## src/hdl/ais_pkg.sv

```systemverilog
`default_nettype none
package ais_pkg;
	localparam int DEPTH = 16;
	localparam int VALUE_BITS = 32;
	localparam int IDX_BITS = $clog2(DEPTH);
	localparam int CNT_BITS = $clog2(DEPTH + 1);
	localparam int QDEPTH = 2;

	typedef struct packed {
		logic signed [VALUE_BITS-1:0] value;
		logic last;
	} in_item_t;

	typedef struct packed {
		logic signed [VALUE_BITS-1:0] sorted_value;
		logic end_of_set;
	} out_item_t;

	// front-to-back command: value plus whether it closes the set
	typedef struct packed {
		logic signed [VALUE_BITS-1:0] value;
		logic close;
	} cmd_t;
endpackage
`default_nettype wire

```

## src/hdl/ais_if.sv

```systemverilog
`default_nettype none
interface ais_in_if;
	logic valid;
	logic ready;
	logic signed [ais_pkg::VALUE_BITS-1:0] value;
	logic last;
	modport source(output valid, value, last, input ready);
	modport sink(input valid, value, last, output ready);
endinterface

interface ais_out_if;
	logic valid;
	logic ready;
	logic signed [ais_pkg::VALUE_BITS-1:0] sorted_value;
	logic end_of_set;
	modport source(output valid, sorted_value, end_of_set, input ready);
	modport sink(input valid, sorted_value, end_of_set, output ready);
endinterface
`default_nettype wire

```

## src/hdl/ais_front.sv

```systemverilog
`default_nettype none
module ais_front (
	input  wire logic       clk,
	input  wire logic       arst_n,
	ais_in_if.sink          in_ch,
	output ais_pkg::cmd_t   cmd,
	output logic            cmd_valid,
	input  wire logic       cmd_ready
);
	import ais_pkg::*;

	logic [CNT_BITS-1:0] count_q;
	logic                fire;
	logic [CNT_BITS-1:0] count_inc;

	assign in_ch.ready = cmd_ready;
	assign cmd_valid   = in_ch.valid;
	assign fire        = in_ch.valid && cmd_ready;
	assign count_inc   = count_q + CNT_BITS'(1);
	assign cmd.value   = in_ch.value;
	assign cmd.close   = in_ch.last || (count_inc == CNT_BITS'(DEPTH));

	always_ff @(posedge clk or negedge arst_n) begin
		if (!arst_n) begin
			count_q <= '0;
		end else if (fire) begin
			count_q <= cmd.close ? '0 : count_inc;
		end
	end
endmodule
`default_nettype wire

```

## src/hdl/ais_queue.sv

```systemverilog
`default_nettype none
module ais_queue (
	input  wire logic     clk,
	input  wire logic     arst_n,
	input  ais_pkg::cmd_t wr_data,
	input  wire logic     wr_valid,
	output logic          wr_ready,
	output ais_pkg::cmd_t rd_data,
	output logic          rd_valid,
	input  wire logic     rd_ready
);
	import ais_pkg::*;

	cmd_t           mem_q [QDEPTH];
	logic           wp_q, rp_q;
	logic [1:0]     fill_q;
	logic           wr_en, rd_en;

	assign wr_ready = fill_q != 2'(QDEPTH);
	assign rd_valid = fill_q != 2'd0;
	assign rd_data  = mem_q[rp_q];
	assign wr_en    = wr_valid && wr_ready;
	assign rd_en    = rd_valid && rd_ready;

	always_ff @(posedge clk) begin
		if (wr_en) begin
			mem_q[wp_q] <= wr_data;
		end
	end

	always_ff @(posedge clk or negedge arst_n) begin
		if (!arst_n) begin
			wp_q   <= 1'b0;
			rp_q   <= 1'b0;
			fill_q <= '0;
		end else begin
			if (wr_en) begin
				wp_q <= ~wp_q;
			end
			if (rd_en) begin
				rp_q <= ~rp_q;
			end
			fill_q <= fill_q + 2'(wr_en) - 2'(rd_en);
		end
	end
endmodule
`default_nettype wire

```

## src/hdl/ais_back.sv

```systemverilog
`default_nettype none
module ais_back (
	input  wire logic     clk,
	input  wire logic     arst_n,
	input  ais_pkg::cmd_t cmd,
	input  wire logic     cmd_valid,
	output logic          cmd_ready,
	ais_out_if.source     out_ch
);
	import ais_pkg::*;

	localparam logic LOADING  = 1'b0;
	localparam logic EMITTING = 1'b1;

	logic                         state_q;
	logic signed [VALUE_BITS-1:0] cell_q [DEPTH];
	logic [CNT_BITS-1:0]          count_q;
	logic                         take;
	logic                         pop;
	logic [DEPTH-1:0]             gt;
	logic [DEPTH-1:1]             first;

	assign cmd_ready     = (state_q == LOADING);
	assign take          = cmd_valid && cmd_ready;
	assign out_ch.valid  = (state_q == EMITTING);
	assign out_ch.sorted_value = cell_q[0];
	assign out_ch.end_of_set   = (count_q == CNT_BITS'(1));
	assign pop           = out_ch.valid && out_ch.ready;

	// insertion cell chain: cells hold ascending values, the new value drops
	// into place and larger ones shift up
	always_comb begin
		for (int i = 0; i < DEPTH; i++) begin
			gt[i] = (CNT_BITS'(i) >= count_q) || (cell_q[i] > cmd.value);
		end
		for (int i = 1; i < DEPTH; i++) begin
			first[i] = gt[i] && !gt[i-1];
		end
	end

	always_ff @(posedge clk) begin
		if (take) begin
			if (gt[0]) begin
				cell_q[0] <= cmd.value;
			end
			for (int i = 1; i < DEPTH; i++) begin
				if (first[i]) begin
					cell_q[i] <= cmd.value;
				end else if (gt[i]) begin
					cell_q[i] <= cell_q[i-1];
				end
			end
		end else if (pop) begin
			for (int i = 0; i < DEPTH - 1; i++) begin
				cell_q[i] <= cell_q[i+1];
			end
		end
	end

	always_ff @(posedge clk or negedge arst_n) begin
		if (!arst_n) begin
			state_q <= LOADING;
			count_q <= '0;
		end else if (take) begin
			count_q <= count_q + CNT_BITS'(1);
			if (cmd.close) begin
				state_q <= EMITTING;
			end
		end else if (pop) begin
			count_q <= count_q - CNT_BITS'(1);
			if (count_q == CNT_BITS'(1)) begin
				state_q <= LOADING;
			end
		end
	end
endmodule
`default_nettype wire

```

## src/hdl/ascending_integer_sorter.sv

```systemverilog
// Ascending integer sorter.
// Input channel (in_ch): valid/ready with a signed value and a last flag.
// A set closes on last, or on the DEPTH-th item (16), whichever comes first.
// Output channel (out_ch): valid/ready, the set in ascending order, one
// item per cycle while out_ch.ready is high, end_of_set high on the
// final (largest) item. Loading: one item per cycle while the chain loads;
// an insertion cell chain places each value as it arrives. A two-entry
// queue between the input front end and the cell chain lets the front end
// keep taking items while the chain emits. Results start once the closing
// item has passed the queue and the chain has switched to emitting;
// the cell chain either loads or emits, never both.
// Reset: asynchronous, active low; clears counts and returns to loading.
// Cell contents are not cleared.
// Receiver stall: output holds; the chain waits, the queue fills, then
// in_ch.ready drops.
`default_nettype none
module ascending_integer_sorter (
	input  wire logic clk,
	input  wire logic arst_n,
	ais_in_if.sink    in_ch,
	ais_out_if.source out_ch
);
	import ais_pkg::*;

	cmd_t f_cmd, q_cmd;
	logic f_valid, f_ready, q_valid, q_ready;

	ais_front u_front (
		.clk(clk), .arst_n(arst_n), .in_ch(in_ch),
		.cmd(f_cmd), .cmd_valid(f_valid), .cmd_ready(f_ready)
	);

	ais_queue u_queue (
		.clk(clk), .arst_n(arst_n),
		.wr_data(f_cmd), .wr_valid(f_valid), .wr_ready(f_ready),
		.rd_data(q_cmd), .rd_valid(q_valid), .rd_ready(q_ready)
	);

	ais_back u_back (
		.clk(clk), .arst_n(arst_n),
		.cmd(q_cmd), .cmd_valid(q_valid), .cmd_ready(q_ready),
		.out_ch(out_ch)
	);
endmodule
`default_nettype wire

```

## src/flat_wrapper.sv

```systemverilog
// flat-port wrapper written by rule: the top's interface ports become plain ports
module ascending_integer_sorter_flat import ais_pkg::*;
  (clk, arst_n, in_ch_valid, in_ch_value, in_ch_last, in_ch_ready, out_ch_valid, out_ch_sorted_value, out_ch_end_of_set, out_ch_ready);
  ais_in_if in_ch_i ();
  ais_out_if out_ch_i ();
  input  wire logic clk;
  input  wire logic arst_n;
  input wire logic [$bits(in_ch_i.valid)-1:0] in_ch_valid;
  input wire logic [$bits(in_ch_i.value)-1:0] in_ch_value;
  input wire logic [$bits(in_ch_i.last)-1:0] in_ch_last;
  output wire logic [$bits(in_ch_i.ready)-1:0] in_ch_ready;
  output wire logic [$bits(out_ch_i.valid)-1:0] out_ch_valid;
  output wire logic [$bits(out_ch_i.sorted_value)-1:0] out_ch_sorted_value;
  output wire logic [$bits(out_ch_i.end_of_set)-1:0] out_ch_end_of_set;
  input wire logic [$bits(out_ch_i.ready)-1:0] out_ch_ready;
  assign in_ch_i.valid = in_ch_valid;
  assign in_ch_i.value = in_ch_value;
  assign in_ch_i.last = in_ch_last;
  assign in_ch_ready = in_ch_i.ready;
  assign out_ch_valid = out_ch_i.valid;
  assign out_ch_sorted_value = out_ch_i.sorted_value;
  assign out_ch_end_of_set = out_ch_i.end_of_set;
  assign out_ch_i.ready = out_ch_ready;
  ascending_integer_sorter u_core (.clk(clk), .arst_n(arst_n), .in_ch(in_ch_i), .out_ch(out_ch_i));
endmodule
```

## config.mk

```make
export PLATFORM = sky130hd
export DESIGN_NAME = ascending_integer_sorter_flat
export DESIGN_NICKNAME = d
export VERILOG_FILES = /design/src/hdl/ais_pkg.sv /design/src/hdl/ais_if.sv /design/src/hdl/ais_front.sv /design/src/hdl/ais_queue.sv /design/src/hdl/ais_back.sv /design/src/hdl/ascending_integer_sorter.sv /design/src/flat_wrapper.sv
export SDC_FILE = /design/constraint.sdc
export NUM_CORES = 2
export LEC_CHECK = 0
export ABC_AREA = 1
export BUFFER_PORTS_ARGS = -buffer_cell sky130_fd_sc_hd__buf_4
export CORE_MARGIN = 1.5
export CORE_UTILIZATION = 40
export CTS_BUF_LIST = sky130_fd_sc_hd__clkbuf_2
export CTS_CLUSTER_DIAMETER = 50
export DETAILED_ROUTE_END_ITERATION = 8
export PLACE_DENSITY = 0.6
export SLEW_MARGIN = 20
export SYNTH_ARGS = -nofsm -noshare
export SYNTH_HDL_FRONTEND = slang
export SYNTH_SLANG_ARGS = --single-unit
```

## constraint.sdc

```tcl
create_clock -name clk -period 4.8 [get_ports clk]
set_input_delay 0.96 -clock clk [delete_from_list [all_inputs] [get_ports clk]]
set_output_delay 0.96 -clock clk [all_outputs]
set_load 0.005 [all_outputs]
```

Yosys cells after proc, flatten, opt, wreduce, memory -nomap -nowiden
Memory sizes are Yosys's and may differ from the RTL's.
Cells that the tools add are included.
{"block": "op_classes", "addsub": 5, "magnitude_cmp": 32, "eq_ne": 4, "mux": 150, "bitwise": 33, "n_reduce_logical": 54}
{"cell": "32-bit 2-to-1 mux", "n": 30}
{"cell": "32-bit greater-than comparator", "n": 16}
{"cell": "1-bit 2-to-1 mux", "n": 117}
{"cell": "4-bit by 5-bit greater-or-equal comparator with 1-bit output (first input constant)", "n": 8}
{"cell": "1-bit OR", "n": 30}
{"cell": "3-bit by 5-bit greater-or-equal comparator with 1-bit output (first input constant)", "n": 4}
{"cell": "1-bit logical AND", "n": 18}
{"cell": "1-bit logical OR", "n": 17}
{"cell": "1-bit logical NOT", "n": 15}
{"cell": "5-bit 2-to-1 mux", "n": 3}
{"cell": "5-bit by 1-bit adder with 5-bit output (second input constant)", "n": 2}
{"cell": "1-bit by 5-bit greater-or-equal comparator with 1-bit output (first input constant)", "n": 2}
{"cell": "2-bit by 5-bit greater-or-equal comparator with 1-bit output (first input constant)", "n": 2}
{"cell": "2-bit nonzero test", "n": 3}
{"cell": "5-bit by 1-bit equality test with 1-bit output (second input constant)", "n": 1}
{"cell": "5-bit equality test (second input constant)", "n": 1}
{"cell": "5-bit by 1-bit subtractor with 5-bit output (second input constant)", "n": 1}
{"cell": "1-bit NOT", "n": 3}
{"cell": "3-bit AND reduction", "n": 1}
{"cell": "2-bit by 1-bit adder with 2-bit output", "n": 1}
{"cell": "2-bit by 1-bit inequality test with 1-bit output (second input constant)", "n": 1}
{"cell": "2-bit inequality test (second input constant)", "n": 1}
{"cell": "2-bit by 1-bit subtractor with 2-bit output", "n": 1}
{"block": "totals", "register_bits": 15, "ram_bits": 578, "input_bits": 37, "out_inout_bits": 35, "elab_cells": 286, "n_memories": 2}
{"memory": "u_core.u_back.cell_q", "depth": 16, "width": 32, "rd": 16, "rd_ports_with_merged_regs": 0, "write_ports": 16, "line_no": "ais_back.sv:16", "rtl": "logic signed [VALUE_BITS-1:0] cell_q [DEPTH];"}
{"memory": "u_core.u_queue.mem_q", "depth": 2, "width": 33, "rd": 1, "rd_ports_with_merged_regs": 0, "write_ports": 1, "line_no": "ais_queue.sv:14", "rtl": "cmd_t mem_q [QDEPTH];"}

Longest topological paths before layout
An unclocked memory read counts as a cell.
{"block": "depth", "depth_word": 10, "ltp_mapped": 26, "depth_no_buf": 24}

Cells and area by module
From an unflattened synthesis, not the netlist that was laid out.
{"block": "unflattened", "hier_cells": 5779, "hier_area_um2": 45080.7}
{"mod": "ais_back", "instances": 1, "cells_per_inst": 5503, "area_per_inst_um2": 41826.4, "seq_area_each_um2": 15524.9}
{"mod": "ais_queue", "instances": 1, "cells_per_inst": 204, "area_per_inst_um2": 2687.6, "seq_area_each_um2": 2082.0}
{"mod": "ais_front", "instances": 1, "cells_per_inst": 72, "area_per_inst_um2": 566.8, "seq_area_each_um2": 125.1}

Least setup slack after synthesis
Ideal clock, no wire load.
{"block": "synth_path", "kind": "register -> register", "startpoint": "register u_core.u_queue.rp_q", "endpoint": "memory u_core.u_back.cell_q[8][0], in the netlist u_core.u_back.cell_q[1][0], enable pin", "setup_time_ns": 0.389, "arrival_time_ns": 3.904, "t_required_ns": 4.411, "setup_slack_ns": 0.507, "stages_incl_launch_ff": 20, "path_cell_list": "dfrtp_1 clkbuf_1 clkbuf_1 o21ai_1 ha_1 nand2_1 inv_1 o21ai_1 nand2_1 nand2_1 o211ai_1 a21oi_1 nand2_1 nand2_1 nand3_2 nand2_2 buf_6 buf_2 nand2_1 nand2_1"}
{"item": "start: declaration", "line_no": "ais_queue.sv:15", "rtl": "logic wp_q, rp_q;"}
{"item": "start signal: assignment", "line_no": "ais_queue.sv:41", "rtl": "rp_q <= ~rp_q;"}
{"item": "end: declaration", "line_no": "ais_back.sv:16"}

==> metrics.csv <==
stage,metric,value,unit
setup_path,"delay-heaviest family, CP",simple AND/OR/NAND/NOR gates,
worst_hold_path,worst hold path depth,2,
cts,Post-CTS Setup Bufs,0,
floorplanning,IO Pins,72,
setup_path,Crit Path Class,reg2reg,
cts,Sink Count,593,
setup_path,"Data required, critical path",5.96,ns
route,Avg WL per Cell,19.8,µm
worst_hold_path,HP Start,in_ch_value[4],
run_status,outcome,"finished, final reports clean",
cts,# H-tree levels,4,
cells_and_area,synthesis-to-finish area growth,10.8,%
grt,GRT Util Overall,26.0,%
timing,final hold violation count,0,
cells_and_area,nets@finish,6417,
route,Vias/cell,5.37,
synth,Syn Nets,6275,
cts,CTS Buffer Depth,3,
placed_design,post-DP HPWL,109,mm
cts,CTS tree,yes,
floorplanning,die height,336,µm
placed_design,IO Port Bufs,71,
timing,fmax,226,MHz
route,DRT iter0 DRCs,3658,
setup_path,CP most frequent cell,nand2_1,
setup_path,CP Launch Type,flip-flop,
synth,"Distinct cells, synth",48,
timing,Rel. slew slack,21.7,%
cts,Root Driver,clkbuf_2,
synth,Avg Inst Size Synth,7.77,µm²
synth,Seq cells post-synth,593,
floorplanning,full die area,0.113,mm²
synth,top_reg_cell synth,edfxtp_1,
synth,Post-synth EDFFs,578,
route,Final ANT Viol Nets,0,
floorplanning,Chip Width,336,µm
route,via count,40200,
cts,CTS Buf Count,171,
cells_and_area,layout cell share with drive strength beyond 1,10.2,%
timing,fin crit period,4.42,ns
cts,hold_buf cts,37,
timing,unrepaired setup endpoints after global routing,false,
synth,post-synthesis cell count,5718,
worst_hold_path,worst hold path type,in2reg,
grt,GRT overflow,0,
floorplanning,Initial Util,40.3,%
timing,TNS Setup,0,ns
setup_path,crit path capture type,flip-flop,
route,Post-Route WL,148,mm
grt,vias in the first global route,39600,
grt,largest net degree at the start of global routing,178,
setup_path,CP max FO,24,
synth,YS warnings,0,
setup_path,reg2reg end,u_core.u_back.cell_q[0][207],
timing,fin crit share,92.1,%
setup_path,WP buf/inv,3,
placed_design,Final Wtd Congestion,0.876,
cells_and_area,Multi-input gate area,0.0235,mm²
setup_path,FF-to-FF path depth,18,
grt,initial antenna violation count,3,
cts,later-pin clock latency in the skew report,1.48,ns
timing,Least-Margin Pin Slew,1.17,ns
timing,final count of pins violating max slew,0,
cells_and_area,Filler Cells Inserted,11100,
setup_path,Worst path max stage delay,0.66,ns
timing,Final Skew,0.0960,ns
cells_and_area,Seq. cell area,0.0177,mm²
synth,Post-synth ARST share,2.53,%
route,Pre-antenna DRT Iters,6,
worst_hold_path,worst hold endpoint,u_core.u_queue.mem_q[1][5],
route,DR DRC count,0,
cts,Clock Pin Slew Worst Setup and Hold Paths,0.11,ns
cells_and_area,Util after Layout,44.6,%
cts,CTS resizes,0,
job,max_cap viols,0,
setup_path,r2r startpoint,u_core.u_queue.rp_q,
setup_path,Worst EP arrival,5.58,ns
setup_path,R2R Setup Slk,0.38,ns
synth,register area share after synthesis,39.9,%
floorplanning,Rows,122,
setup_path,slowest CP cell,dfrtp_2,
timing,final setup violating endpoints,0,
synth,"Cell Area, Synth",0.0444,mm²
setup_path,worst path cell trace,buf_4 -> nand2_1 -> o21ai_2 -> buf_4 -> ha_1 -> nand3_1 -> nand2_1 -> a21oi_1 -> nand2_1 -> nand2_1 -> nand2_1 -> nand2_1 -> nand3_1 -> nand2_2 -> buf_4 -> nand4_1 -> nand3_1 -> nand2_1,
grt,first-pass GRT wire length,228,mm
floorplanning,Core Box Area,0.110,mm²
stage by stage:
step | hold slack (ns) | cells | cell area [µm²] | setup slack (ns)
final | 0.285 | 7481 | 49300 | 0.381
after global routing | 0.141 | 7480 | 49300 | 0.128
after CTS | 0.0622 | 7479 | 49300 | 0.462
after detailed placement | 0.495 | 7138 | 47300 | 0.458
after global placement | 0.486 | 7138 | 47300 | 0.478
after floorplan | 0.472 | 5718 | 44400 | 0.507
state kept, by name (all words and copies together), names as in the netlist:
signal                      count
u_core.u_queue.wp_q             1
u_core.u_queue.mem_q           66
u_core.u_back.count_q           5
u_core.u_queue.rp_q             1
u_core.u_queue.fill_q           2
u_core.u_back.out_ch.valid      1
u_core.u_front.count_q          5
u_core.u_back.cell_q          512
cell families after synthesis:
family          after synthesis  share of synthesized area (%)
compound gates              470                           5.81
simple gates               3345                           31.8
buf+inv                     781                           7.65
xor+xnor                      9                          0.177
fa+ha+maj                   520                           14.6
flops                       593                           39.9
worst reg2reg max path, cell delays in order (launching register included):
cell and delay (ns):
dfrtp_2 0.66, buf_4 0.39, nand2_1 0.18, o21ai_2 0.46, buf_4 0.34, ha_1 0.26, nand3_1 0.09, nand2_1 0.05
a21oi_1 0.28, nand2_1 0.12, nand2_1 0.15, nand2_1 0.07, nand2_1 0.06, nand3_1 0.07, nand2_2 0.28, buf_4 0.36
nand4_1 0.17, nand3_1 0.12, nand2_1 0.06
cells in the final DEF, fill, tap and decap left out, types with 47 or more instances in the layout:
cell type and count:
nand2_1 2328, edfxtp_1 578, nand3_1 535, ha_1 520
inv_1 444, nand4_1 273, a21oi_1 270, clkbuf_2 249
buf_4 198, nor2_1 137, o21ai_0 77, buf_12 47
worst max-delay path by stage:
stage                              startpoint                            to  slack [ns]  cells past startpoint
after floorplan           u_core.u_queue.rp_q    u_core.u_back.cell_q[1][0]        0.51                     19
after global placement    u_core.u_queue.rp_q  u_core.u_back.cell_q[0][206]        0.48                     18
after detailed placement  u_core.u_queue.rp_q  u_core.u_back.cell_q[1][214]        0.46                     22
after CTS                 u_core.u_queue.rp_q  u_core.u_back.cell_q[0][233]        0.46                     18
after global routing      u_core.u_queue.rp_q  u_core.u_back.cell_q[0][239]        0.13                     18
final                     u_core.u_queue.rp_q  u_core.u_back.cell_q[0][207]        0.38                     18
layout make-up:
type,instances,area share [%]
Clock inverter,55,0.714
Tap cell,1488,3.78
Antenna cell,2,0.0102
Timing Repair Buffer,282,5.68
Sequential cell,593,36.0
Multi-Input combinational cell,4344,47.7
Inverter,468,3.59
Clock buffer,249,2.53
routing by layer:
| layer | GRT usage (%) | vias to the layer above | routed length [µm] |
|---|---|---|---|
| met5 | 0 | - | 0 |
| met4 | 12.2 | 0 | 6490 |
| met3 | 3.37 | 307 | 8940 |
| met2 | 43.1 | 1413 | 69500 |
| met1 | 33.4 | 18800 | 62900 |
| li1 | - | 19700 | - |
synthesized netlist by cell type, drive strengths merged, types with 9 or more instances:
cell type	number	area (µm²)
o21a	21	158
a21oi	278	1440
dfrtp	15	375
nor3	16	85.1
buf	197	1210
clkbuf	116	435
o21ai	136	684
nand3	544	2770
nand4	273	1710
ha	520	6510
inv	464	1740
nand2	2345	8830
nor4	10	100
o21bai	10	75.1
a21o	9	67.6
nor2	141	534
edfxtp	578	17400
Power is left out: the tool's default activity adds up to more than one toggle a clock period on the data nets, which glitch-free logic cannot reach.
